### src/rtl/core/dsga_mul.sv
`default_nettype none
module dsga_mul (
    input  wire logic        aclk,
    input  wire logic [31:0] a,
    input  wire logic [31:0] b,
    output logic      [63:0] p
);
    // registered 32x32 unsigned product
    logic [63:0] p_reg;

    always_ff @(posedge aclk) begin
        p_reg <= a * b;
    end

    assign p = p_reg;
endmodule
`default_nettype wire

### config.mk
export PLATFORM = sky130hd
export DESIGN_NAME = dsga_mul
export DESIGN_NICKNAME = d
export VERILOG_FILES = /design/src/rtl/core/dsga_mul.sv
export SDC_FILE = /design/constraint.sdc
export NUM_CORES = 2
export LEC_CHECK = 0
export BUFFER_PORTS_ARGS = -buffer_cell sky130_fd_sc_hd__buf_2
export CAP_MARGIN = 40
export CORE_MARGIN = 3
export CORE_UTILIZATION = 36
export CTS_BUF_LIST = sky130_fd_sc_hd__clkbuf_8 sky130_fd_sc_hd__clkbuf_16
export CTS_CLUSTER_DIAMETER = 80
export CTS_CLUSTER_SIZE = 20
export DETAILED_ROUTE_END_ITERATION = 10
export PLACE_DENSITY = 0.56
export SYNTH_ARGS = -nofsm -noshare
export SYNTH_HDL_FRONTEND = slang
export SYNTH_SLANG_ARGS = --single-unit
### constraint.sdc
create_clock -name aclk -period 11.7 [get_ports aclk]
set_clock_uncertainty 0.05 [all_clocks]
set_input_delay 3.51 -clock aclk [delete_from_list [all_inputs] [get_ports aclk]]
set_output_delay 3.51 -clock aclk [all_outputs]
set_load 0.005 [all_outputs]
# Word-level counts from Yosys, hierarchy flattened
# Cells that the tools add are included.
word_totals:
  in_bits: 65
  output_inout_bits: 64
  elab_cells: 2
  register_bits: 64
op_classes:
  mul: 1
op_table:
  columns: ["op", "n"]
  rows:
  - ["multiplier 32 x 32 -> 64 bit", 1]

# Logic depth before layout (Yosys ltp)
logic_depth:
  depth_word: 1
  mapped_depth: 29
  depth_no_buf: 27

# Worst setup path before layout
# Ideal clock, no wire load.
synth_timing:
  path_kind: "input -> register"
  start: "in a[25]"
  end: "reg p_reg[62], in the netlist p[62]"
  path_slack_ns: 1.387
  path_buffers: 2
  setup_ns: 0.072
  t_arrival_ns: 10.191
  stages: 25
  path_cell_list: "clkbuf_1 > nand2_1 > fa_1 > inv_1 > fa_1 > inv_1 > fa_1 > inv_1 > fa_1 > fa_1 > fa_1 > fa_1 > inv_1 > fa_1 > inv_1 > ha_1 > buf_2 > nand4_1 > or4_1 > or3_1 > a31oi_1 > a31o_2 > a211oi_1 > o21ai_1 > xor2_1"
synth_via:
  elab_chain_cells: 1
synth_lines:
  columns: ["element", "line", "source"]
  rows:
  - ["from (decl)", "4", "input wire logic [31:0] a,"]
  - ["multiplier 32 x 32 -> 64 bit", "12", "p_reg <= a * b;"]
  - ["to (signal assigned)", "12", null]
  - ["to (decl)", "9", "logic [63:0] p_reg;"]
# No other way between the ends.

# Worst setup path in the final report
layout_timing:
  start: "in b[12]"
  end: "reg p_reg[62], in the netlist p[62]"
layout_via:
  elab_chain_cells: 1
layout_lines:
  columns: ["element", "line", "source"]
  rows:
  - ["from (decl)", "5", "input wire logic [31:0] b,"]
  - ["multiplier 32 x 32 -> 64 bit", "12", null]
# No other way between the ends.

==> results.py <==
metrics = {
    "worst_hold_path": {
        "hp-class": "input pin to flip-flop",
        "hp-start": "b[0]",
    },
    "logic_synthesis": {
        "ys_warn_count": 0,
        "synth_top_cells_by_count": "896 x fa_1, 865 x inv_1, 602 x and2_1, 480 x nand2_1, 263 x ha_1",
        "synth-seq-cells": 64,
        "synth_top_cell_by_area": "fa_1",
        "synth_area_sq_um": 34680,
        "synth-seq-area-share_pct": 3.695,
        "ys_types": 57,
        "synthCells": 3748,
        "synth_area_per_cell_sq_um": 9.252,
        "synthTopCellsByArea": "fa_1 52%, and2_1 11%, ha_1 9.5%",
        "synth_fp_nets": 4972,
        "synth_top_area_share_pct": 51.73,
        "synth-edff-count": 0,
        "ys_async_sr_fraction_pct": 0,
        "synthFlopType": "dfxtp_1",
        "synth_most_common_cell": "fa_1",
    },
    "worst_setup_path": {
        "crit_top_cell": "fa_1",
        "critPathTopFamily": "adder cells",
        "max_stage_delay_ns": 0.55,
        "crit_type": "input pin to flip-flop",
        "crit_path_end_kind": "flip-flop",
        "worst_ep_required_time_ns": 11.94,
        "crit_path_max_fanout": 27,
        "critPathBufInv": 9,
        "worstPathArrival_ns": 11.22,
        "critical_path.startpoint": "b[12]",
        "slowest_stage": "buf_2",
        "start_kind": "input pin",
    },
    "outcome": {
        "outcome": "completed",
    },
    "finish": {
        "fillers": 9733,
        "largest_register_ffs": 64,
        "ff_latch_area_sq_um": 1281,
        "final_nets": 4930,
        "drive_above_1_share_pct": 5.389,
        "multi_input_area_sq_um": 29310,
        "syn_to_final_growth_pct": 5.827,
    },
    "drt": {
        "vias": 24450,
        "drc": 0,
        "routed_wl_um": 97860,
        "ant_nets": 0,
        "viasPerCell": 4.906,
        "post_drt_wl_per_cell_um": 19.64,
        "drt-initial-drc-count": 1330,
        "drt_pre_antenna_iters": 6,
    },
    "cts": {
        "post-cts-setup-buffer-count": 0,
        "post_cts_resized": 0,
        "clock_sinks": 64,
        "clock-root-buffer": "clkbuf_16",
        "clkSlewWorstSetupHoldPaths_ns": 0.06,
        "clockBufferDepth": 2,
        "htreeDepth": 3,
        "cts_buffers": 9,
        "cts.hold.buffers_added": 0,
        "cts_tree": "built",
    },
    "floorplanning": {
        "dieHeight_um": 316.4,
        "core_region_area_sq_um": 95290,
        "rows": 113,
        "die_area_sq_um": 100100,
        "pin_count": 129,
        "dieWidth_um": 316.4,
        "initial_utilization_pct": 36.39,
    },
    "timing": {
        "hold_viol_final": 0,
        "setup_viol": 0,
        "fin_tns_setup_ns": 0,
        "fmax_mhz": 91.06,
        "rsz0062_at_grt": "false",
        "finalCritPeriodShare_pct": 93.86,
        "finalMaxSlewViolations": 0,
        "min_period_ns": 10.98,
        "maxSlewHeadroom_pct": 45.02,
        "tightest_slew_ns": 0.8247,
    },
    "grt": {
        "grt.total_usage_pct": 20.35,
        "grt_pass1_vias": 26920,
        "grt_max_degree": 33,
        "antenna_found_initial": 9,
        "grt-ovfl-total": 0,
        "grt_pass1_wl_um": 155900,
    },
    "placed_design": {
        "gp_congestion": 0.8722,
        "portBuffers": 128,
        "dp_hpwl_um": 81340,
    },
    "run": {
        "maxCapViolations": 0,
    },
}
-- logic make-up after synthesis --
| kind of cell | share of synthesized area, % |
|---|---|
| compound gates | 4.153 |
| flops | 3.695 |
| mux | 0.02887 |
| buf+inv | 11.77 |
| fa+ha+maj | 61.22 |
| simple gates | 17.62 |
| xor+xnor | 1.515 |
-- per-layer routing --
metal,vias to the layer above,part of all wire (%),GRT usage (%)
met5,-,0.028,0
met4,4,3.4,6.196
met3,146,4.1,2.320
met2,573,54,37.64
met1,12960,39,24.73
li1,10760,-,-
-- cell type report --
type,count,share of cell area (%)
diodes,7,0.04773
clock buffers,11,0.6887
clock inverters,5,0.1500
inverters,865,8.848
multi-input cells,2599,79.88
flip-flops and latches,64,3.491
well taps,1265,4.313
repair buffers,167,2.578
-- per-stage QoR --
stage	setup WS [ns]	cell area (sq um)	utilization (%)	hold slack [ns]	cells
floorplan	1.387	34680	-	3.587	3748
global placement	0.4128	36370	38.17	3.838	4960
detailed placement	0.3265	36370	38.17	3.840	4960
CTS	0.7241	36680	38.49	3.736	4976
global route	0.3212	36680	38.49	3.774	4977
finish	0.7181	36700	38.51	3.766	4983
-- final timing paths --
check | depth (start not counted) | endpoint
worst min-delay path | 2 | p[0]
worst max-delay path | 27 | p[62]
-- layout by cell type, fill, tap and decap left out, types with 3 or more instances in the layout --
master / netlist / final
dfxtp_1: 64 / 64
o21ai_1: 5 / 5
a21oi_1: 63 / 63
o21bai_1: 10 / 10
or4_1: 3 / 3
nor3_1: 7 / 7
fa_1: 896 / 896
and3_1: 14 / 14
ha_1: 263 / 263
or3_1: 3 / 3
or2_2: 3 / 3
nand4_1: 23 / 23
o21ai_0: 21 / 21
xnor2_1: 35 / 35
and2_1: 602 / 602
a211oi_1: 3 / 3
diode_2: 0 / 7
clkbuf_16: 0 / 9
o221ai_1: 3 / 3
buf_4: 0 / 38
nand3_1: 10 / 10
o31ai_4: 3 / 3
xor2_1: 25 / 25
a21oi_2: 3 / 3
nor2_1: 20 / 20
nand2_1: 480 / 480
a31oi_1: 12 / 12
a21boi_1: 3 / 3
a21o_1: 40 / 40
a221oi_4: 3 / 3
inv_1: 865 / 865
o21a_1: 9 / 9
buf_2: 6 / 128
a221o_1: 4 / 4
and4_1: 3 / 3
Power is not shown: default switching activity piles up to over one toggle a cycle in this logic, so the estimate is an artifact.
