===== src/rtl/core/dsga_div.sv =====
`default_nettype none
module dsga_div (
    input  wire logic        aclk,
    input  wire logic        aresetn,
    input  wire logic        start,
    input  wire logic [63:0] num,
    input  wire logic [31:0] den,
    output logic             busy,
    output logic      [63:0] quo
);
    // restoring divider, one quotient bit per cycle
    logic [63:0] num_reg, quo_reg;
    logic [31:0] den_reg, rem_reg;
    logic [6:0]  cnt_reg;
    logic [32:0] rem_sh;
    logic        ge;

    assign rem_sh = {rem_reg, num_reg[63]};
    assign ge     = rem_sh >= {1'b0, den_reg};

    always_ff @(posedge aclk) begin
        if (!aresetn) begin
            cnt_reg <= '0;
        end else if (start) begin
            cnt_reg <= 7'd64;
        end else if (cnt_reg != '0) begin
            cnt_reg <= cnt_reg - 7'd1;
        end
    end

    always_ff @(posedge aclk) begin
        if (start) begin
            num_reg <= num;
            den_reg <= den;
            rem_reg <= '0;
            quo_reg <= '0;
        end else if (cnt_reg != '0) begin
            num_reg <= {num_reg[62:0], 1'b0};
            rem_reg <= ge ? 32'(rem_sh - {1'b0, den_reg}) : rem_sh[31:0];
            quo_reg <= {quo_reg[62:0], ge};
        end
    end

    assign busy = cnt_reg != '0;
    assign quo  = quo_reg;
endmodule
`default_nettype wire


===== config.mk =====
export PLATFORM = sky130hd
export DESIGN_NAME = dsga_div
export DESIGN_NICKNAME = d
export VERILOG_FILES = /design/src/rtl/core/dsga_div.sv
export SDC_FILE = /design/constraint.sdc
export NUM_CORES = 1
export LEC_CHECK = 0
export ABC_AREA = 0
export CORE_MARGIN = 2
export CORE_UTILIZATION = 35
export DETAILED_ROUTE_END_ITERATION = 12
export DONT_BUFFER_PORTS = 1
export MAX_ROUTING_LAYER = met4
export PLACE_DENSITY = 0.48
export SLEW_MARGIN = 15
export SYNTH_ARGS = -nofsm -noshare
export SYNTH_HDL_FRONTEND = slang
export SYNTH_SLANG_ARGS = --single-unit

===== constraint.sdc =====
create_clock -name aclk -period 3.6 [get_ports aclk]
set_clock_uncertainty 0.1 [all_clocks]
set_input_delay 1.08 -clock aclk [delete_from_list [all_inputs] [get_ports aclk]]
set_output_delay 1.08 -clock aclk [all_outputs]
set_load 0.01 [all_outputs]

Word level (Yosys, flattened, before mapping) --
Index checks and enable logic that the tools add are counted.
Cells by class: $add $sub $neg 2, multiply operators 0, divide/modulo/power cells 0, order comparisons 1, equal/unequal tests 0, shift operators 0, muxes and demuxes 5, bitwise operators 1, reduce and logical (&&, ||, !) cells 3
Operator list (count):
- $mux W64 | 2
- $ge A33 B32 Y1 | 1
- $mux W32 | 1
- $sub A32 B32 Y32 | 1
- $mux W7 | 2
- $reduce_bool A7 Y1 | 1
- $sub A7 B1 Y7 const B | 1
- $reduce_bool A2 Y1 | 1
- $reduce_or A2 Y1 | 1
- $not A1 Y1 | 1
Word-level totals: flip-flop bits (word level) 199, bits in latches 0, RAM bits 0, memory bits (read-only) 0, input port bits 99, output and inout bits 65, memories kept 0

Longest topological paths before layout --
Gate-level depths: netlist of run 1.
depth after elaboration 3, mapped depth 12

Least setup slack after synthesis of run 1 --
OpenSTA, ideal clock, no wires.
kind input-to-reg, from input port start, to register num_reg[0], enable pin, library setup time 419 ps, arrival time 2744 ps, required time 3081 ps, path slack 337 ps, cell stages on the path 3, path buffers 1, cells stage by stage clkbuf_1 > nor2_1 > inv_1
Between the ends: longest elaborated chain between the ends 1
RTL lines:
- from (decl) | RTL line 5 | input wire logic start,
- $reduce_bool A2 Y1 (no line)
- to (signal assigned) | RTL line 33 | num_reg <= num;
- to (signal assigned) | RTL line 38 | num_reg <= {num_reg[62:0], 1'b0};
- to (decl) | RTL line 12 | logic [63:0] num_reg, quo_reg;
No other way between the ends. A chain may end at the register's enable or synchronous reset.

Worst setup path after layout of run 1 --
from register cnt_reg[0], to output port busy
Between the ends: longest elaborated chain between the ends 1
RTL lines:
- from (decl) | RTL line 14 | logic [6:0] cnt_reg;
- from (signal assigned) | RTL line 27 | cnt_reg <= cnt_reg - 7'd1;
- $reduce_bool A7 Y1 | RTL line 44 | assign busy = cnt_reg != '0;
- to (decl) | RTL line 8 | output logic busy,
No other way between the ends.

==> results.yml, run 1 <==
outcome:
  outcome: "finished, final reports clean"
detailed_routing:
  vias: 6963
  first_iter_violations: 332
  wl_microns: 23700
  detail-route-antenna-nets: 0
  via_per_inst: 5.18
  dr.pass1.iters: 4
  drc: 0
  routedWlPerCell_microns: 17.6
clocking:
  clk_latency_ns: 0.44
  clk_root_buffer_cell: "clkbuf_16"
  cts_made_buffers: 17
  cts_tree: "done"
  postCtsHoldBufs: 0
  htreeDepth: 4
  cts_sinks: 199
  cts_buffer_depth: 2
  cts_resized: 0
  clk_pin_slew_ns: 0.08
  cts_setup_buffers: 0
setup_path:
  endpoint_kind: "output pin"
  critPathKind: "reg2out"
  crit_arrival_ns: 2.00
  reg2reg_from: "den_reg[3]"
  r2r_cells: 11
  critPathBufInv: 2
  cp.depth: 6
  crit_chain: "inv_1 -> ha_1 -> nand2b_1 -> or4_1 -> nor2_4 -> clkinv_2"
  path_max_fanout: 11
  path_delay_family: "simple AND/OR/NAND/NOR gates"
  crit_path_start: "cnt_reg[0]"
  crit_required_ns: 2.42
  cpPeakStageDelay_ns: 0.48
  cp-start-kind: "flop"
  cpMaxStageDelayCell: "or4_1"
job:
  drv_cap: 0
sta:
  tns_ns: 0
  worst_slew_pin_slew_ns: 0.853
  slew_violations: 0
  post-route-min-period_ns: 3.18
  clock.fmax_mhz: 315
  period_share_pct: 88.3
  maxSlewHeadroom_pct: 43.1
  setup_violations: 0
  hold_viol: 0
  rsz0062_at_grt: "false"
die:
  fp.dieW_microns: 171
  core.rowCount: 61
  dieArea_sq_mm: 0.0292
  start_util_pct: 35.3
  num_io_pins: 164
  die_h_microns: 171
  core_area_sq_mm: 0.0276
yosys:
  synth_nets: 1110
  synth_enable_flop_cells: 96
  yosys-top-cells-area: "edfxtp_1 30%, dfxtp_1 21%, mux2_2 7.4%"
  synth_cell_type_count: 65
  yosysTopAreaCell: "edfxtp_1"
  syn-instance-count: 977
  ys_seq_elements: 199
  ys_warn_count: 0
  ys.flop_type: "dfxtp_1"
  seq_area_frac_synth_pct: 50.7
  synth-async-reset-ratio_pct: 0
  syn_area_sq_mm: 0.00975
  syn_area_per_cell_sq_um: 9.98
  synth_top_area_share_pct: 29.6
place:
  finalWeightedCongestion: 0.821
  dp_hpwl_microns: 15300
  io_buffers: 0
  place_area_sq_mm: 0.0101
min_path:
  hold_depth: 2
  worstHoldStart: "cnt_reg[2]"
  hold_path.class: "reg2reg"
layout:
  syn_to_final_growth_pct: 9.38
  finalNetCount: 1077
  final_common_cell: "nand2_1"
  final_cell_mix: "154 x nand2_1, 103 x dfxtp_1, 96 x edfxtp_1"
  stdcell_area_sq_mm: 0.0107
  drive_above_1_share_pct: 12.6
grt:
  grt_max_degree: 209
  first_global_vias: 6658
  antenna_found_initial: 8
  grtUsageTotal_pct: 16.8
  grt_pass1_wl_microns: 37100
  grt-ovfl-total: 0
pwr:
  power_leakage_nw: 3.84
  irDropWorstVdd_mv: 0.410
  power.density_mw_per_mm2: 696
## Yosys cell counts (6+ instances only)
| cell | count |
|---|---|
| and2_1 | 7 |
| nand2_1 | 154 |
| nand3b_1 | 10 |
| o21ai_1 | 7 |
| o21bai_1 | 6 |
| a311oi_1 | 8 |
| nand4_1 | 9 |
| buf_2 | 21 |
| mux2_2 | 64 |
| nor2_1 | 51 |
| a211oi_1 | 9 |
| nor3b_1 | 18 |
| nor3_1 | 16 |
| nand2b_1 | 8 |
| a31oi_1 | 9 |
| o21ai_0 | 15 |
| o31ai_1 | 6 |
| xnor2_1 | 17 |
| dfxtp_1 | 103 |
| a21oi_1 | 93 |
| nand3_1 | 28 |
| ha_1 | 33 |
| a21o_1 | 18 |
| edfxtp_1 | 96 |
| inv_1 | 40 |
| o211ai_1 | 16 |
| clkbuf_1 | 39 |
| xor2_1 | 10 |
## cell families after synthesis
kind of cell,after synthesis,share of synthesized area [%]
compound gates,228,15.3
fa+ha+maj,34,4.44
buf+inv,104,4.36
flops,199,50.7
simple gates,320,15.2
xor+xnor,27,2.43
mux,65,7.49
## final timing paths
| path | to | slack, ns |
|---|---|---|
| max reg2reg | rem_reg[14] | 0.56 |
| max | busy | 0.42 |
| min | cnt_reg[2] | 0.40 |
| min reg2reg | cnt_reg[2] | 0.40 |
## where the power goes
part / switching [mW] / internal, mW
sequential: 0.189 / 2.88
combinational: 1.53 / 0.889
clock: 0.969 / 0.968
## layout make-up
type | instances | area, sq um
antenna | 8 | 20.0
clock buffer | 20 | 457
clock inverter | 12 | 133
fill | 2805 | 17000
inverter | 41 | 155
multi-input combinational | 674 | 4390
sequential | 199 | 4940
tap | 378 | 473
timing repair buffer | 11 | 95.1
## tightest hold or removal path: stages (launching register included)
cell	delay (ns)
dfxtp_1	0.33
nand2b_1	0.07
a21oi_1	0.06
## metal layers
metal | up-vias | GRT usage, % | wire, microns
li1 | 3458 | - | -
met4 | 0 | 5.08 | 292
met1 | 3338 | 22.3 | 11100
met2 | 148 | 24.8 | 10800
met5 | - | - | 0
met3 | 19 | 4.83 | 1400
## through the flow
step	instances	power, mW	util (%)	hold slack, ns	worst slack [ns]
floorplan	977	4.96	-	0.357	0.337
detailed placement	1303	5.55	36.4	0.381	0.545
global route	1343	7.90	38.6	0.431	0.275
CTS	1335	7.52	38.5	0.399	0.381
finish	1343	7.42	38.6	0.400	0.421
global placement	1303	5.57	36.4	0.376	0.584
No activity file was read; power rests on OpenSTA's default activity.
==> run 2: changes to the inputs <==
BUFFER_PORTS_ARGS = -buffer_cell sky130_fd_sc_hd__buf_2   (was not set)
DONT_BUFFER_PORTS = not set   (was 1)
PLACE_DENSITY = 0.53   (was 0.48)
==> run 2 against run 1 <==
  * First-iteration DRC count is 62% higher
  * Sequential cell count stayed put
  * Highest routed layer unchanged
  * Count of clock-buffer cells in the layout is 1 lower
  * Largest power group unchanged
==> results.yml, run 2 (synthesis gave the netlist of run 1 again) <==
setup_path:
  endpoint_kind: "output pin"
  crit_arrival_ns: 2.15
  cp-start-kind: "flop"
  cpPeakStageDelay_ns: 0.48
  path_max_fanout: 23
  r2r_setup_slack_ns: 0.44
  critPathBufInv: 3
  crit_chain: "inv_1 -> ha_1 -> nand2b_1 -> or4_1 -> nor2_4 -> inv_2 -> buf_2"
  crit_required_ns: 2.42
  cpMaxStageDelayCell: "or4_1"
  path_delay_family: "simple AND/OR/NAND/NOR gates"
  critPathKind: "reg2out"
sta:
  post-route-min-period_ns: 3.33
  tns_ns: 0
  period_share_pct: 92.5
  worst_slew_pin_slew_ns: 0.957
  slew_violations: 0
  clock.fmax_mhz: 300
  rsz0062_at_grt: "false"
  maxSlewHeadroom_pct: 36.1
  setup_violations: 0
  hold_viol: 0
die:
  die_h_microns: 171
  fp.dieW_microns: 171
  start_util_pct: 35.3
  core.rowCount: 61
  core_area_sq_mm: 0.0276
  num_io_pins: 164
  dieArea_sq_mm: 0.0292
grt:
  antenna_found_initial: 5
  grt_pass1_wl_microns: 38200
  grt_max_degree: 97
  grt-ovfl-total: 0
  grtUsageTotal_pct: 17.2
  first_global_vias: 7249
detailed_routing:
  detail-route-antenna-nets: 0
  first_iter_violations: 539
  wl_microns: 24100
  drc: 0
  vias: 7600
  via_per_inst: 5.04
  dr.pass1.iters: 6
  routedWlPerCell_microns: 16.0
place:
  place_area_sq_mm: 0.0109
  io_buffers: 163
  dp_hpwl_microns: 16100
  finalWeightedCongestion: 0.895
  place_inst: 1469
clocking:
  cts_buffer_depth: 2
  clk_root_buffer_cell: "clkbuf_16"
  cts_made_buffers: 17
  cts_setup_buffers: 0
  cts_resized: 0
  htreeDepth: 4
  clk_pin_slew_ns: 0.07
  postCtsHoldBufs: 0
  cts_tree: "done"
  clk_latency_ns: 0.45
  cts_sinks: 199
pwr:
  irDropWorstVdd_mv: 0.400
  power.density_mw_per_mm2: 656
  total_power_mw: 7.59
  power_leakage_nw: 4.63
outcome:
  outcome: "finished, final reports clean"
layout:
  stdcell_area_sq_mm: 0.0116
  fillerInstances: 2815
  final_cell_mix: "162 x buf_2, 154 x nand2_1, 103 x dfxtp_1"
  drive_above_1_share_pct: 25.6
  final_common_cell: "buf_2"
  fin_cells: 1507
  syn_to_final_growth_pct: 18.6
  finalNetCount: 1243
min_path:
  hold_path.class: "reg2reg"
job:
  drv_cap: 0
[run 2: cell types whose count changed in the layout (fill, tap and decap cells not counted), sizes merged]
cell and change:
bufinv +1, diode -2, clkinvlp -1, inv +1, clkbuf -1, buf +166
[run 2: cell type report]
cell class / count / area [sq um] / area share, %
multi-input combinational: 674 / 4390 / 37.9
clock buffer: 19 / 453 / 3.92
antenna: 6 / 15.0 / 0.130
tap: 378 / 473 / 4.09
sequential: 199 / 4940 / 42.7
clock inverter: 13 / 175 / 1.51
timing repair buffer: 177 / 965 / 8.34
inverter: 41 / 154 / 1.33
[run 2: worst paths after layout]
path,to,depth (start not counted),start
worst max-delay path,busy,7,cnt_reg[0]
worst min-delay path,quo[63],2,quo[63]
worst max register to register,rem_reg[28],11,num_reg[63]
worst min register to register,quo[63],2,quo[63]
[run 2: per-layer routing]
metal	vias up	global-route usage [%]	part of all wire [%]	wire [microns]
li1	3790	-	-	-
met5	-	-	0	0
met2	163	26.3	45	10900
met1	3627	22.4	48	11500
met4	0	4.72	1.3	325
met3	20	4.95	5.6	1350
[run 2: power breakdown]
group          leakage [nW]  switching, mW  total, mW  internal (mW)
registers              1.81          0.179       3.06           2.88
clock network         0.308          0.977       2.02           1.04
logic                  2.51           1.57       2.51          0.935
[run 2: stage by stage]
stage	hold WS [ns]	setup slack, ns	utilization [%]
2_1_floorplan	0.357	0.337	-
3_3_place_gp	0.337	0.518	39.5
3_5_place_dp	0.347	0.495	39.5
4_1_cts	0.356	0.226	41.8
5_1_grt	0.385	0.118	41.9
6_report	0.355	0.269	41.9
[run 2: tightest hold or removal path: stages (launching register included)]
cell     delay [ns]
dfxtp_1        0.31
nand2_1        0.05
a21oi_1        0.05
==> run 3: changes to the inputs <==
ABC_AREA = 1   (was 0)
==> run 3 against run 2 <==
  * Sequential cell count unchanged
  * Critical endpoint unchanged
  * Cell count up 27%
  * Largest power group is now combinational logic
  * Sequential power up 14%
  * Worst hold slack better by 0.023 ns
==> results.yml, run 3 <==
setup_path:
  r2r_cells: 11
  reg2reg_from: "den_reg[14]"
  r2r-end: "rem_reg[1]"
  cpMaxStageDelayCell: "dfxtp_1"
  crit_arrival_ns: 2.03
  cpPeakStageDelay_ns: 0.30
  critPathBufInv: 3
  path_delay_family: "simple AND/OR/NAND/NOR gates"
  critPathKind: "reg2out"
  endpoint_kind: "output pin"
  crit_chain: "inv_1 -> ha_1 -> nor3b_2 -> nand2_1 -> nor2_4 -> inv_4 -> buf_2"
  r2r_setup_slack_ns: 0.84
  path_max_fanout: 32
  crit_required_ns: 2.42
  cp-start-kind: "flop"
yosys:
  syn_area_sq_mm: 0.0104
  yosysTopAreaCell: "edfxtp_1"
  ys_warn_count: 0
  yosys-top-cells-area: "edfxtp_1 28%, dfxtp_1 20%, nand2_1 16%"
  synth_enable_flop_cells: 96
  syn_area_per_cell_sq_um: 7.57
  ys.flop_type: "dfxtp_1"
  synth_nets: 1505
  ys_seq_elements: 199
  synthMostInstantiatedCell: "nand2_1"
  synth_top_area_share_pct: 27.8
  synth_cell_type_count: 41
  syn-instance-count: 1372
  ys_top_cells_by_count: "442 x nand2_1, 212 x nor2_1, 154 x inv_1"
  seq_area_frac_synth_pct: 47.6
  synth-async-reset-ratio_pct: 0
pwr:
  power_frac_comb_pct: 43.1
  irDropWorstVdd_mv: 0.421
  switchingPower_mw: 4.02
  internal-power_mw: 5.38
  power.density_mw_per_mm2: 777
  power_leakage_nw: 6.20
  p_seq_share_pct: 37.1
  p_clk_share_pct: 19.8
  swShare_pct: 42.7
grt:
  grt_use_met1_pct: 23.1
  antenna_found_initial: 6
  grtUsageTotal_pct: 18.0
  grt-ovfl-total: 0
  first_global_vias: 8571
  use_met2_pct: 28.3
  top_usage_layer: "met2"
  grt_pass1_wl_microns: 43500
  grt_max_degree: 111
  grt_use_met3_pct: 4.20
detailed_routing:
  routedWlPerCell_microns: 13.6
  first_iter_violations: 525
  drc: 0
  vias: 8695
  dr.pass1.iters: 4
  via_per_inst: 4.53
  detail-route-antenna-nets: 0
  wl_microns: 26100
place:
  place_inst: 1880
  io_buffers: 163
  dp_hpwl_microns: 18600
  finalWeightedCongestion: 0.964
  pre_cts_slack_ns: 0.664
min_path:
  worstHoldStart: "quo[63]"
  holdPathEnd: "quo[63]"
  hold_path.class: "reg2reg"
  hold_depth: 2
die:
  dieArea_sq_mm: 0.0311
  core.rowCount: 63
  start_util_pct: 35.3
  num_io_pins: 164
  die_h_microns: 176
  fp.dieW_microns: 176
  core_area_sq_mm: 0.0294
sta:
  rsz0062_at_grt: "false"
  tns_ns: 0
  period_share_pct: 89.1
  setup_violations: 0
  hold_viol: 0
  post-route-min-period_ns: 3.21
  slew_violations: 0
  maxSlewHeadroom_pct: 40.7
  fin_ws_ns: 0.392
  clock.fmax_mhz: 312
  worst_slew_pin_slew_ns: 0.889
layout:
  finalNetCount: 1642
  drive_above_1_share_pct: 16.7
  syn_to_final_growth_pct: 16.5
  final_common_cell: "nand2_1"
  final_cell_mix: "441 x nand2_1, 212 x nor2_1, 162 x buf_2"
  final_util_pct: 41.2
  fin_cells: 1918
clocking:
  clk_latency_ns: 0.45
  clk_pin_slew_ns: 0.07
  cts_tree: "done"
  clk_root_buffer_cell: "clkbuf_16"
  cts_sinks: 199
  postCtsHoldBufs: 0
  cts_buffer_depth: 2
  cts_setup_buffers: 0
  cts_resized: 0
  cts_made_buffers: 17
  htreeDepth: 4
job:
  drv_cap: 0
outcome:
  outcome: "finished, final reports clean"
[run 3: changes by cell type after synthesis, moves of 17 or more]
cell	change
nand2_1	+288
nor2_1	+161
inv_1	+114
a21oi_1	-64
mux2_2	-64
o21ai_0	+57
nand3_1	+33
nand3_2	+20
nand4_1	+19
nor3b_1	-18
a21o_1	-17
[run 3: routing by layer]
layer / vias to the layer above / wire (microns)
li1: 4636 / -
met1: 3905 / 12500
met2: 129 / 12100
met3: 25 / 1090
met4: 0 / 435
met5: - / 0
[run 3: how the worst max path moves through the flow]
| stage | startpoint | cells after the start | to |
|---|---|---|---|
| 3_5_place_dp | start | 4 | num_reg[12] |
| 3_3_place_gp | start | 4 | num_reg[11] |
| 6_report | cnt_reg[0] | 7 | busy |
| 4_1_cts | cnt_reg[0] | 7 | busy |
| 5_1_grt | cnt_reg[0] | 7 | busy |
| 2_1_floorplan | start | 4 | num_reg[0] |
[run 3: kinds of logic (layout without fill, tap and decap cells)]
kind of cell | count (synthesis) | after routing | share of synthesized area [%]
and+or+nand+nor | 790 | 790 | 32.3
adders and majority gates | 34 | 34 | 4.17
AOI/OAI and AO/OA | 119 | 119 | 6.14
DFF | 199 | 199 | 47.6
other | 0 | 6 | 0
xor gates and xnor gates | 16 | 16 | 1.35
buffers and inverters | 214 | 364 | 8.39
[run 3: final cells by class]
type / count / area (sq um)
inverter: 161 / 609
timing repair buffer: 171 / 903
fill: 3104 / 17300
sequential: 199 / 4940
clock inverter: 15 / 143
multi-input combinational: 959 / 4570
tap: 390 / 488
clock buffer: 17 / 425
antenna: 6 / 15.0
[run 3: worst register-to-register path, cell delays in order (launching register included)]
cell      delay (ns)
edfxtp_1        0.34
inv_1           0.05
ha_1            0.35
a21oi_1         0.32
o21bai_1        0.16
a21oi_1         0.22
nand2_2         0.15
nand2_4         0.33
nand2_8         0.26
nand2_2         0.26
nor2_1          0.06
nor3_1          0.11
[run 3: metrics by stage]
step,hold slack [ns],area (sq um),power (mW)
2_1_floorplan,0.359,10400,6.51
3_3_place_gp,0.358,11500,7.57
3_5_place_dp,0.367,11500,7.61
4_1_cts,0.384,12100,9.52
5_1_grt,0.418,12100,10.3
6_report,0.379,12100,9.40
[run 3: power by group through the flow]
stage / Combinational [mW] / Sequential, mW / Clock, mW
floorplan: 2.93 / 3.59 / 0
global placement: 4.05 / 3.52 / 0
detailed placement: 4.07 / 3.54 / 0
CTS: 4.09 / 3.49 / 1.93
global route: 4.67 / 3.58 / 2.01
finish: 4.05 / 3.49 / 1.86
