$ cat config.mk
export PLATFORM = sky130hd
export DESIGN_NAME = dsga_isqrt
export DESIGN_NICKNAME = d
export VERILOG_FILES = /design/src/rtl/core/dsga_isqrt.sv
export SDC_FILE = /design/constraint.sdc
export NUM_CORES = 1
export LEC_CHECK = 0
export ABC_CLOCK_PERIOD_IN_PS = 27200
export BUFFER_PORTS_ARGS = -buffer_cell sky130_fd_sc_hd__buf_2
export CAP_MARGIN = 20
export CORE_MARGIN = 10
export CORE_UTILIZATION = 47
export CTS_CLUSTER_DIAMETER = 50
export DETAILED_ROUTE_END_ITERATION = 10
export MAX_ROUTING_LAYER = met4
export PLACE_DENSITY = 0.65
export REMOVE_ABC_BUFFERS = 1
export SYNTH_ARGS = -nofsm -noshare
export SYNTH_HDL_FRONTEND = slang
export SYNTH_SLANG_ARGS = --single-unit
$ cat constraint.sdc
create_clock -name aclk -period 27.2 [get_ports aclk]
set_input_delay 4.08 -clock aclk [delete_from_list [all_inputs] [get_ports aclk]]
set_output_delay 4.08 -clock aclk [all_outputs]
set_load 0.05 [all_outputs]
$ cat src/rtl/core/dsga_isqrt.sv
`default_nettype none
module dsga_isqrt (
    input  wire logic        aclk,
    input  wire logic        aresetn,
    input  wire logic        start,
    input  wire logic [63:0] radicand,
    output logic             busy,
    output logic      [31:0] root
);
    // digit-by-digit integer square root, one result bit per cycle
    logic [63:0] x_reg, res_reg, bit_reg;
    logic [5:0]  cnt_reg;
    logic [63:0] trial;
    logic        take;

    assign trial = res_reg + bit_reg;
    assign take  = x_reg >= trial;

    always_ff @(posedge aclk) begin
        if (!aresetn) begin
            cnt_reg <= '0;
        end else if (start) begin
            cnt_reg <= 6'd32;
        end else if (cnt_reg != '0) begin
            cnt_reg <= cnt_reg - 6'd1;
        end
    end

    always_ff @(posedge aclk) begin
        if (start) begin
            x_reg   <= radicand;
            res_reg <= '0;
            bit_reg <= 64'h4000_0000_0000_0000;
        end else if (cnt_reg != '0) begin
            if (take) begin
                x_reg   <= x_reg - trial;
                res_reg <= (res_reg >> 1) + bit_reg;
            end else begin
                res_reg <= res_reg >> 1;
            end
            bit_reg <= bit_reg >> 2;
        end
    end

    assign busy = cnt_reg != '0;
    assign root = res_reg[31:0];
endmodule
`default_nettype wire

## After elaboration in Yosys (flattened, before gate mapping)

Index checks and enable logic that the tools add are counted.

| storage, ports and cells | value |
|---|---|
| bits of input ports | 67 |
| register bits after elaboration | 166 |
| output and inout bits | 33 |

| operators by class | value |
|---|---|
| bitwise logic cells | 1 |
| add/sub/neg operators | 4 |
| multiplexer cells | 6 |
| $lt $le $gt $ge | 1 |
| reductions and logical operators | 5 |

Operator list:

| cell | count |
|---|---|
| 64-bit two-way mux | 4 |
| 63-bit by 63-bit adder with 64-bit output | 1 |
| 64-bit by 63-bit adder with 64-bit output | 1 |
| 64-bit >= comparator | 1 |
| 64-bit subtractor | 1 |
| 6-bit two-way mux | 2 |
| 6-bit nonzero test | 1 |
| 6-bit by 1-bit subtractor with 6-bit output (second input constant) | 1 |
| 2-bit nonzero test | 2 |
| 2-bit AND reduction | 1 |
| 2-bit OR reduction | 1 |
| 1-bit inverter | 1 |

## Depth between registers and ports, before layout

Gate-level depths: netlist (run 1).

| logic depth | value |
|---|---|
| depth after elaboration | 5 |
| gate-level depth with buffers | 25 |
| gate-level depth less buffers | 23 |

## Worst setup path before layout (run 1)

OpenSTA, ideal clock, no wires.

| timing path | value |
|---|---|
| kind | reg-to-reg |
| from | register res_reg[0] |
| to | register x_reg[0], enable pin |
| data arrival time | 8.897 ns |
| required time | 26.625 ns |
| clock period less this slack | 9.471 ns |
| cell stages (with the launch flop) | 23 |
| slack | 17.729 ns |
| cell sequence | dfxtp_1 -> ha_1 -> ha_1 -> a21oi_1 -> o21bai_1 -> a31o_2 -> a31o_2 -> a221o_1 -> a31o_2 -> o41a_1 -> a21oi_1 -> o21ai_1 -> xnor2_1 -> ha_1 -> clkbuf_1 -> nand4_1 -> o221ai_1 -> a21o_1 -> nor2_1 -> nor2_1 -> nand2_1 -> clkbuf_1 -> o21ai_0 |

| on the way | value |
|---|---|
| word-level cells in the longest chain between the ends | 4 |

Ends and longest elaborated chain:

| item | line | text |
|---|---|---|
| from (decl) | 11 | `logic [63:0] x_reg, res_reg, bit_reg;` |
| from (signal assigned) | 37 | `res_reg <= (res_reg >> 1) + bit_reg;` |
| from (signal assigned) | 39 | `res_reg <= res_reg >> 1;` |
| 64-bit by 63-bit adder with 64-bit output | 16 | `assign trial = res_reg + bit_reg;` |
| 64-bit >= comparator | 17 | `assign take = x_reg >= trial;` |
| 2-bit nonzero test (no source line) | n/a |  |
| 2-bit AND reduction (no source line) | n/a |  |
| to (signal assigned) | 31 | `x_reg <= radicand;` |
| to (signal assigned) | 36 | `x_reg <= x_reg - trial;` |
| to (decl) | 11 |  |

Every way passes these cells.
A chain may end at the register's enable or synchronous reset.

## Worst setup path after layout (run 1)

| timing path | value |
|---|---|
| from | register res_reg[2] |
| to | register x_reg[59], enable pin |

The elaborated chain is that of the path after synthesis.

==> metrics.txt, run 1 <==
IO buf count between 90 and 100; worst-skew pair later-pin latency 0.45 ns; via count between 15000 and 20000; Internal Power between 1000 and 1500 uW; final period utilization a little over a quarter; sw frac 52.2%; placed cell count 2426; htree depth 4; DR WL/cell a little over 20 um; Max Clk Rate 136 MHz; clk_skew 0.0111 ns; Syn Area/Cell between 7 and 8 um^2; Yosys reg bits 166; yosys warns 0; CTS Sinks ~170; Hold Crit Depth 2; post_cts resized 0; Setup WS pre-CTS 19.99 ns; part of the power in registers a little over a fifth; area of the die between 0.04 and 0.05 mm^2; outcome complete, no violations; Top delay family on crit path compound AO/OA/AOI/OAI gates; Tmin final around 7.4 ns; most frequent cells in the layout nand2_1 (269), o21ai_0 (171), a21oi_1 (147), ha_1 (131), nor2_1 (118); Buf+Inv Stages, Crit Path 3; Distinct cells, synth 80; # IOs 100; Max Cap Violations 0; CP peak stage delay about 0.73 ns; clk buf depth 2; Final Wtd Congestion around 0.97; Cell Area, Synth about 0.016 mm^2; Yosys top cell area share about an eighth; critical path's slowest cell buf_4; # rows 66; DRT Wirelength 50.3 mm; Core Region around 0.033 mm^2; final instance area approximately 0.017 mm^2; Mapped Cells ~2000; worst-margin pin slew approximately 1 ns; initial antenna violation count 0; Tightest Hold Check Type reg2reg; Chip Height 202 um; largest net degree at the start of global routing just under 90; Overflow after GRT 0; normalized max-slew margin between 30% and 40%; Final ANT Viol Nets 0; Ant. Diodes 0; DRC 0; Net Sw Power between 1000 and 1500 uW; number of post-CTS setup repair buffers 0; first-pass GRT wire length about 80 mm; Post-Layout Cell Count between 2000 and 2500; area delta synth->final 7.22%; final worst setup slack 19.83 ns; Levels on crit path 20; CTS Root Cell clkbuf_16; Worst EP required 27.27 ns; fin. max-slew vios 0; RSZ-0062 raised after global routing false; area leader, netlist dfxtp_1; critical path arrival between 7 and 8 ns; hold_buf cts 0; PwrDens ~140 mW/mm^2; Die W 202 um; DP HPWL ~38 mm; R2R Setup Slk 19.83 ns; CP startpoint kind register; number of synthesized flops with an enable pin 64; Worst Path Max Fanout 64; Final Hold Viols 0; clock-pin slew on the worst setup and hold paths 0.06 ns; WS Path Type reg2reg; proportion of power drawn by the clock network around an eighth; GRT Util Overall around a quarter; total power 2270 uW; Leak between 0.006 and 0.007 uW; async set-or-reset flop fraction in the synthesized netlist 0%; initial DRC count about 1600; top cells by area, synth dfxtp_1 (13%), edfxtp_1 (12%), ha_1 (10%); power share of the combinational group 66.6%; layout cells sized above 1 9.97%; Finish-stage setup viols 0; commonest non-fill, non-tap cell in the layout nand2_1; worst reg-to-reg path cell count 20; crit path cell chain ha_1 > a31oi_1 > o21bai_1 > a31oi_1 > o31ai_2 > a31oi_1 > o21bai_1 > a21boi_1 > o21bai_1 > xnor2_1 > ha_1 > nand4_1 > nor4_1 > nor3_1 > nor2_2 > buf_4 > nand2_1 > buf_4 > o21ai_4 > buf_4; sequential fraction of the synthesis area between 20% and 30%; Pre-Repair DR Iteration Count 6; Post-Place Cell Area around 0.016 mm^2; CTS tree done; FILL cells about 3300; Via density between 6 and 7; TNS Setup 0 ns; element type at the critical path end register; peak supply drop approximately 0.083 mV; vias in the first global route 14247; Synth Flop Type dfxtp_1; Final nets around 2200; TritonCTS Buffers 17; Initial Utilization between 40% and 50%
==> stage by stage <==
step	hold slack (ns)	util, %
after floorplan	0.446	-
after global placement	0.466	49.2
after detailed placement	0.474	49.2
after CTS	0.483	51.2
after global routing	0.507	51.3
final	0.483	51.3
==> kinds of logic (layout without fill, tap and decap cells) <==
logic type               after synthesis  count (layout)  synth area share, %
adder cells (fa/ha/maj)              132             132                 10.6
AND/OR/NAND/NOR                      628             628                 18.4
buffers and inverters                219             210                 6.19
AO/OA/AOI/OAI                        701             701                 29.0
flip-flops                           166             166                 25.4
XOR/XNOR                             150             150                 8.40
multiplexers                          30              30                 1.98
==> cell type report <==
cell class                 instances  area [um^2]  area share [%]
multi-input combinational       1641        10700            64.0
timing repair buffer             111          602            3.59
tap                              442          553            3.30
clock inverter                     4         45.0           0.269
inverter                          67          254            1.52
clock buffer                      28          613            3.66
sequential                       166         3960            23.6
==> per-layer routing <==
metal	track usage (%)	share of wire (%)	vias up
met5	-	0	-
met4	7.06	2.2	0
met3	4.45	7.8	63
met2	34.6	42	604
met1	34.7	48	7330
li1	-	-	7410
==> worst register-to-register path, stage by stage (launching register included) <==
cell and delay, ns:
dfxtp_1 0.46, ha_1 0.31, a31oi_1 0.26, o21bai_1 0.13, a31oi_1 0.49, o31ai_2 0.19, a31oi_1 0.62, o21bai_1 0.27
a21boi_1 0.34, o21bai_1 0.14, xnor2_1 0.18, ha_1 0.50, nand4_1 0.18, nor4_1 0.50, nor3_1 0.12, nor2_2 0.48
buf_4 0.41, nand2_1 0.10, buf_4 0.31, o21ai_4 0.20, buf_4 0.73
==> final timing paths <==
check | from | endpoint
worst max-delay path | res_reg[2] | x_reg[59]
worst min-delay path | bit_reg[0] | bit_reg[0]
worst max register to register | res_reg[2] | x_reg[59]
worst min register to register | bit_reg[0] | bit_reg[0]
==> power by group through the flow <==
stage                     combinational, uW  clock, uW  sequential (uW)
after detailed placement               1470          0              488
final                                  1510        273              487
after global placement                 1460          0              486
after floorplan                        1040          0              517
after global routing                   1660        287              497
after CTS                              1480        277              484
==> synthesized netlist by cell type (21+ instances only) <==
cell type / instances
inv_1: 66
a221oi_1: 21
buf_4: 33
edfxtp_1: 64
ha_1: 131
o21ai_0: 172
nor3_1: 27
o21a_1: 22
nand4_1: 55
o21bai_1: 35
nand2_1: 269
xnor2_1: 73
a21o_1: 49
a211oi_1: 26
nand3_1: 58
mux2i_1: 22
o21ai_1: 24
nor2_1: 119
xor2_1: 77
a31oi_1: 71
a21oi_1: 147
clkbuf_1: 100
dfxtp_1: 102
Note: power is estimated with default switching activity, not from simulation.
==> inputs of run 2 (changes only) <==
Settings changed: ABC_CLOCK_PERIOD_IN_PS 27200 to 6400, PLACE_DENSITY 0.65 to 0.68.
Clock period 27.2 ns to 6.4 ns, I/O delays scaled along.
==> metrics.txt, run 2 (same netlist as run 1, synthesis figures left out) <==
outcome complete, no violations; critical path arrival 6.36 ns (-1.08 ns); end of the worst register-to-register path res_reg[10]; most frequent cells in the layout nand2_1 (268), o21ai_0 (171), a21oi_1 (147), ha_1 (131), nor2_1 (118); initial antenna violation count 0 (unchanged); Hold Crit Depth 2 (unchanged); largest net degree at the start of global routing 169 (+92%); clock-pin slew on the worst setup and hold paths 0.07 ns (about the same); Initial Utilization 47.8% (unchanged); critical path's slowest cell dfxtp_1; worst-margin pin slew 1.11 ns (+0.132 ns); clk buf depth 2 (unchanged); met2 global-route usage 36.2% (+1.5 points); normalized max-slew margin 26.0% (-8.9 points); CTS Sinks 166 (unchanged); Final ANT Viol Nets 0 (unchanged); Post-Layout Cell Count 2477 (+0.73%); Chip Height 202 um (unchanged); area of the die 0.0410 mm^2 (unchanged); GR Util met1 36.1% (+1.3 points); layout cells sized above 1 11.2% (+1.2 points); Pre-Repair DR Iteration Count 6 (unchanged); first-pass GRT wire length 81.7 mm (+2.6%); number of post-CTS setup repair buffers 0 (unchanged); Worst Path Max Fanout 17 (-73%); Max Cap Violations 0 (unchanged); CP peak stage delay 0.47 ns (-0.26 ns); Die W 202 um (unchanged); Overflow after GRT 0 (unchanged); Final nets 2221 (+0.82%); final period utilization 93.8% (+67 points); WS Path Type reg2reg; met3 usage 3.52% (-0.93 points); # rows 66 (unchanged); peak supply drop 0.289 mV (+250%); GRT Util Overall 25.2% (+0.68 points); fin. max-slew vios 0 (unchanged); Hold Crit Start bit_reg[0]; CP startpoint kind register; Top delay family on crit path compound AO/OA/AOI/OAI gates; area delta synth->final 8.22%; Most common cell on crit path a31o_2; Hold Crit Endpoint bit_reg[0]; Core Region 0.0327 mm^2 (unchanged); CTS tree done; IO buf count 99 (unchanged); placed cell count 2445 (+0.78%); post_cts resized 0 (unchanged); total power 9800 uW (+330%); htree depth 4 (unchanged); element type at the critical path end register; # IOs 100 (unchanged); crit path cell chain ha_1 > a21oi_1 > o21bai_1 > a31o_2 > a31o_2 > a221o_1 > a31o_2 > o41a_1 > a21oi_1 > o21ai_1 > xnor2_1 > ha_1 > nand4_1 > nor4_2 > nor2_1 > nor2_2 > buf_4 > and2_2 > buf_4 > a31oi_1 > a221oi_1; Max Clk Rate 167 MHz (+23%); via count 15514 (+0.69%); vias in the first global route 14444 (+1.4%); worst reg-to-reg path cell count 21 (+5.0%); worst hold margin 0.481 ns (-0.00185 ns); clk_skew 0.0102 ns (-0.000844 ns); Leak 0.00654 uW (+1.2%); Finish-stage setup viols 0 (unchanged); GRT busiest layer met2; Reg2Reg Launch Point res_reg[2]; Buf+Inv Stages, Crit Path 2 (-1); DP HPWL 39.6 mm (+4.2%); initial DRC count 1596 (+0.88%); Tightest Hold Check Type reg2reg; hold_buf cts 0 (unchanged); Tmin final 6.00 ns (-1.36 ns); R2R Setup Slk 0.40 ns (-19.44 ns); PwrDens 579 mW/mm^2 (+330%); commonest non-fill, non-tap cell in the layout nand2_1; Ant. Diodes 0 (unchanged); Final Hold Viols 0 (unchanged); DRC 0 (unchanged); Core Util, Final 51.7% (+0.48 points); TritonCTS Buffers 17 (unchanged); Worst EP required 6.75 ns (-20.52 ns); DR WL/cell 20.8 um (+1.9%); DRT Wirelength 51.6 mm (+2.7%); worst-skew pair later-pin latency 0.47 ns (+0.02 ns); Final Wtd Congestion 1.00 (+3.1%); Via density 6.26 (about the same); CTS Root Cell clkbuf_16
-- run 2: worst max-delay path by stage --
| stage | start | to | cells after the start |
|---|---|---|---|
| 6_report | res_reg[2] | res_reg[10] | 21 |
| 5_1_grt | res_reg[2] | res_reg[12] | 22 |
| 2_1_floorplan | res_reg[2] | x_reg[0] | 19 |
| 3_3_place_gp | res_reg[2] | x_reg[62] | 21 |
| 3_5_place_dp | res_reg[2] | res_reg[58] | 23 |
| 4_1_cts | res_reg[2] | res_reg[58] | 23 |
-- run 2: final cells by class --
type | count | area [um^2]
clock buffer | 20 | 468
clock inverter | 12 | 115
fill | 3248 | 15800
inverter | 67 | 254
multi-input combinational | 1641 | 10800
sequential | 166 | 3960
tap | 442 | 553
timing repair buffer | 129 | 764
-- run 2: stage by stage --
step                       TNS (ns)  cell area (um^2)  worst slack (ns)
after floorplan             -316.31             14900             -4.78
after global placement            0             16300             0.293
after detailed placement          0             16300             0.136
after CTS                         0             16900            0.0715
after global routing      -0.000592             16900         -0.000592
final                             0             16900             0.396
-- run 2: routing by layer --
metal | share of wire, % | wire [um] | up-vias
li1 | - | - | 7471
met1 | 49 | 25300 | 7395
met2 | 42 | 21800 | 580
met3 | 6.7 | 3470 | 68
met4 | 2.2 | 1150 | 0
met5 | 0 | 0 | -
-- run 2: worst register-to-register path: stages, from the launching register on --
cell	delay [ns]
dfxtp_1	0.47
ha_1	0.32
a21oi_1	0.19
o21bai_1	0.13
a31o_2	0.27
a31o_2	0.30
a221o_1	0.38
a31o_2	0.30
o41a_1	0.42
a21oi_1	0.24
o21ai_1	0.10
xnor2_1	0.18
ha_1	0.42
nand4_1	0.17
nor4_2	0.47
nor2_1	0.10
nor2_2	0.22
buf_4	0.27
and2_2	0.22
buf_4	0.32
a31oi_1	0.14
a221oi_1	0.27
-- run 2: power by group --
part	internal, uW	switching, uW	leakage, uW
logic	2410	4290	0.00477
registers	1620	402	0.00148
clock network	575	497	0.000289
==> inputs of run 3 (changes only) <==
Settings changed: CELL_PAD_IN_SITES_DETAIL_PLACEMENT set to 0, CELL_PAD_IN_SITES_GLOBAL_PLACEMENT set to 1, CORE_UTILIZATION 47 to 42, PLACE_DENSITY 0.68 to 0.79.
==> metrics.txt, run 3 (same netlist as run 1, synthesis figures left out) <==
DR WL/cell 20.3 um (-2.8%); Worst Path Max Fanout 64 (+47); commonest non-fill, non-tap cell in the layout nand2_1; via count 15223 (-1.9%); Reg2Reg Launch Point res_reg[2]; Max Cap Violations 0 (unchanged); Final ANT Viol Nets 0 (unchanged); Chip Height 213 um (+5.2%); layout cells sized above 1 10.8% (-0.40 points); area delta synth->final 8.03%; PwrDens 571 mW/mm^2 (-1.3%); Tightest Hold Check Type reg2reg; area of the die 0.0453 mm^2 (+11%); CTS tree done; WS Path Type reg2reg; CP startpoint kind register; worst reg-to-reg path cell count 25 (+19%); Worst EP required 6.55 ns (-0.20 ns); Hold Crit Endpoint bit_reg[0]; element type at the critical path end register; Core Region 0.0367 mm^2 (+12%); vias in the first global route 14408 (-0.25%); RSZ-0062 raised after global routing false; peak supply drop 0.404 mV (+40%); clk buf depth 2 (unchanged); Leak 0.00652 uW (-0.26%); initial antenna violation count 0 (unchanged); Die W 213 um (+5.2%); Finish-stage setup viols 0 (unchanged); FILL cells 3686 (+13%); outcome complete, no violations; Overflow after GRT 0 (unchanged); normalized max-slew margin 37.9% (+12 points); Pre-Repair DR Iteration Count 7 (+1); final period utilization 93.3% (-0.55 points); Ant. Diodes 0 (unchanged); CTS Sinks 166 (unchanged); DRC 0 (unchanged); DRT Wirelength 50.7 mm (-1.7%); critical path arrival 6.12 ns (-0.24 ns); largest net degree at the start of global routing 131 (-22%); worst-skew pair later-pin latency 0.46 ns (about the same); Via density 6.08 (-3.0%); fin. max-slew vios 0 (unchanged); # rows 70 (+6.1%); clk_skew 0.0130 ns (+0.00279 ns); R2R Setup Slk 0.43 ns (+0.04 ns); initial DRC count 1358 (-15%); Max Clk Rate 168 MHz (+0.59%); TritonCTS Buffers 17 (unchanged); Final Hold Viols 0 (unchanged); placed cell count 2473 (+1.1%); first-pass GRT wire length 79.7 mm (-2.4%); Initial Utilization 42.6% (-5.2 points); worst hold margin 0.478 ns (-0.00276 ns); # IOs 100 (unchanged); Final Wtd Congestion 0.964 (-3.7%); most frequent cells in the layout nand2_1 (269), o21ai_0 (171), a21oi_1 (147), ha_1 (131), nor2_1 (117); IO buf count 99 (unchanged); worst-margin pin slew 0.931 ns (-0.178 ns); DP HPWL 38.8 mm (-2.2%); Final nets 2223 (+0.090%); Tmin final 5.97 ns (-0.0354 ns); Post-Layout Cell Count 2505 (+1.1%); Hold Crit Depth 2 (unchanged); CTS Root Cell clkbuf_16; clock-pin slew on the worst setup and hold paths 0.07 ns (about the same); Hold Crit Start bit_reg[0]; htree depth 4 (unchanged); end of the worst register-to-register path x_reg[0]; TNS Setup 0 ns (unchanged); GRT Util Overall 22.7% (-2.5 points)
run 3: changes by cell type in the layout (fill, tap and decap cells not counted), moves of 2 or more:
cell and change:
clkbuf_1 +4, a31oi_1 +3, inv_6 -2, a31oi_4 -2
run 3: layer usage:
layer  global-route usage, %  wire (um)  part of all wire, %  vias up
li1                        -          -                    -     7470
met4                    5.88        807                  1.6        0
met2                    33.4      21900                   43      472
met3                    2.23       2650                  5.2       51
met5                       -          0                    0        -
met1                    32.6      25400                   50     7230
run 3: worst max path at each step:
| stage | start | endpoint | slack (ns) | cells after the start |
|---|---|---|---|---|
| 6_report | res_reg[2] | x_reg[0] | 0.43 | 25 |
| 5_1_grt | res_reg[2] | x_reg[5] | 0.02 | 25 |
| 4_1_cts | res_reg[2] | res_reg[18] | 0.28 | 25 |
| 3_5_place_dp | res_reg[2] | res_reg[8] | 0.31 | 25 |
| 3_3_place_gp | res_reg[2] | res_reg[34] | 0.50 | 25 |
| 2_1_floorplan | res_reg[2] | x_reg[0] | -4.78 | 19 |
run 3: worst max-delay path, cell delays in order (launching register included):
cell and delay (ns):
dfxtp_1 0.38, ha_1 0.36, a31oi_1 0.13, o21bai_1 0.22, a31oi_1 0.11, buf_4 0.17, o31ai_2 0.28, a31oi_1 0.17
buf_4 0.19, o21ba_2 0.25, o41ai_2 0.30, a31oi_1 0.18, o21bai_1 0.20, xnor2_1 0.19, ha_1 0.37, a21o_1 0.20
a21o_1 0.18, a21oi_1 0.21, o21ai_0 0.15, a21o_1 0.21, nor2_2 0.20, o311ai_4 0.19, nand2_1 0.15, buf_12 0.24
o21ai_4 0.08, clkbuf_16 0.29
run 3: timing repair:
| item | in CTS | in global routing |
|---|---|---|
| buffers inserted | 0 | 0 |
| hold buffers | 0 | 0 |
| resized for setup | 0 | 6 |
| setup endpoints to repair | 0 | 39 |
run 3: final cells by class:
type                    instances  area (um^2)  area share, %
multi-input cells            1641        10700           63.6
flip-flops and latches        166         3960           23.5
repair buffers                131          797           4.72
well taps                     468          586           3.47
clock buffers                  24          463           2.74
inverters                      67          254           1.50
clock inverters                 8         78.8          0.467
run 3: through the flow:
stage / instance area [um^2] / utilization, % / power, uW / worst slack (ns)
finish: 16900 / 46.0 / 9650 / 0.431
global route: 16900 / 46.0 / 10400 / 0.0198
CTS: 16900 / 46.0 / 9570 / 0.285
detailed placement: 16300 / 44.5 / 8520 / 0.313
global placement: 16300 / 44.5 / 8490 / 0.497
floorplan: 14900 / - / 6630 / -4.78
run 3: power by group:
part / internal (uW) / switching [uW] / total, uW / leakage (uW)
Clock: 548 / 473 / 1020 / 0.000262
Sequential: 1620 / 376 / 2000 / 0.00148
Combinational: 2410 / 4220 / 6630 / 0.00478
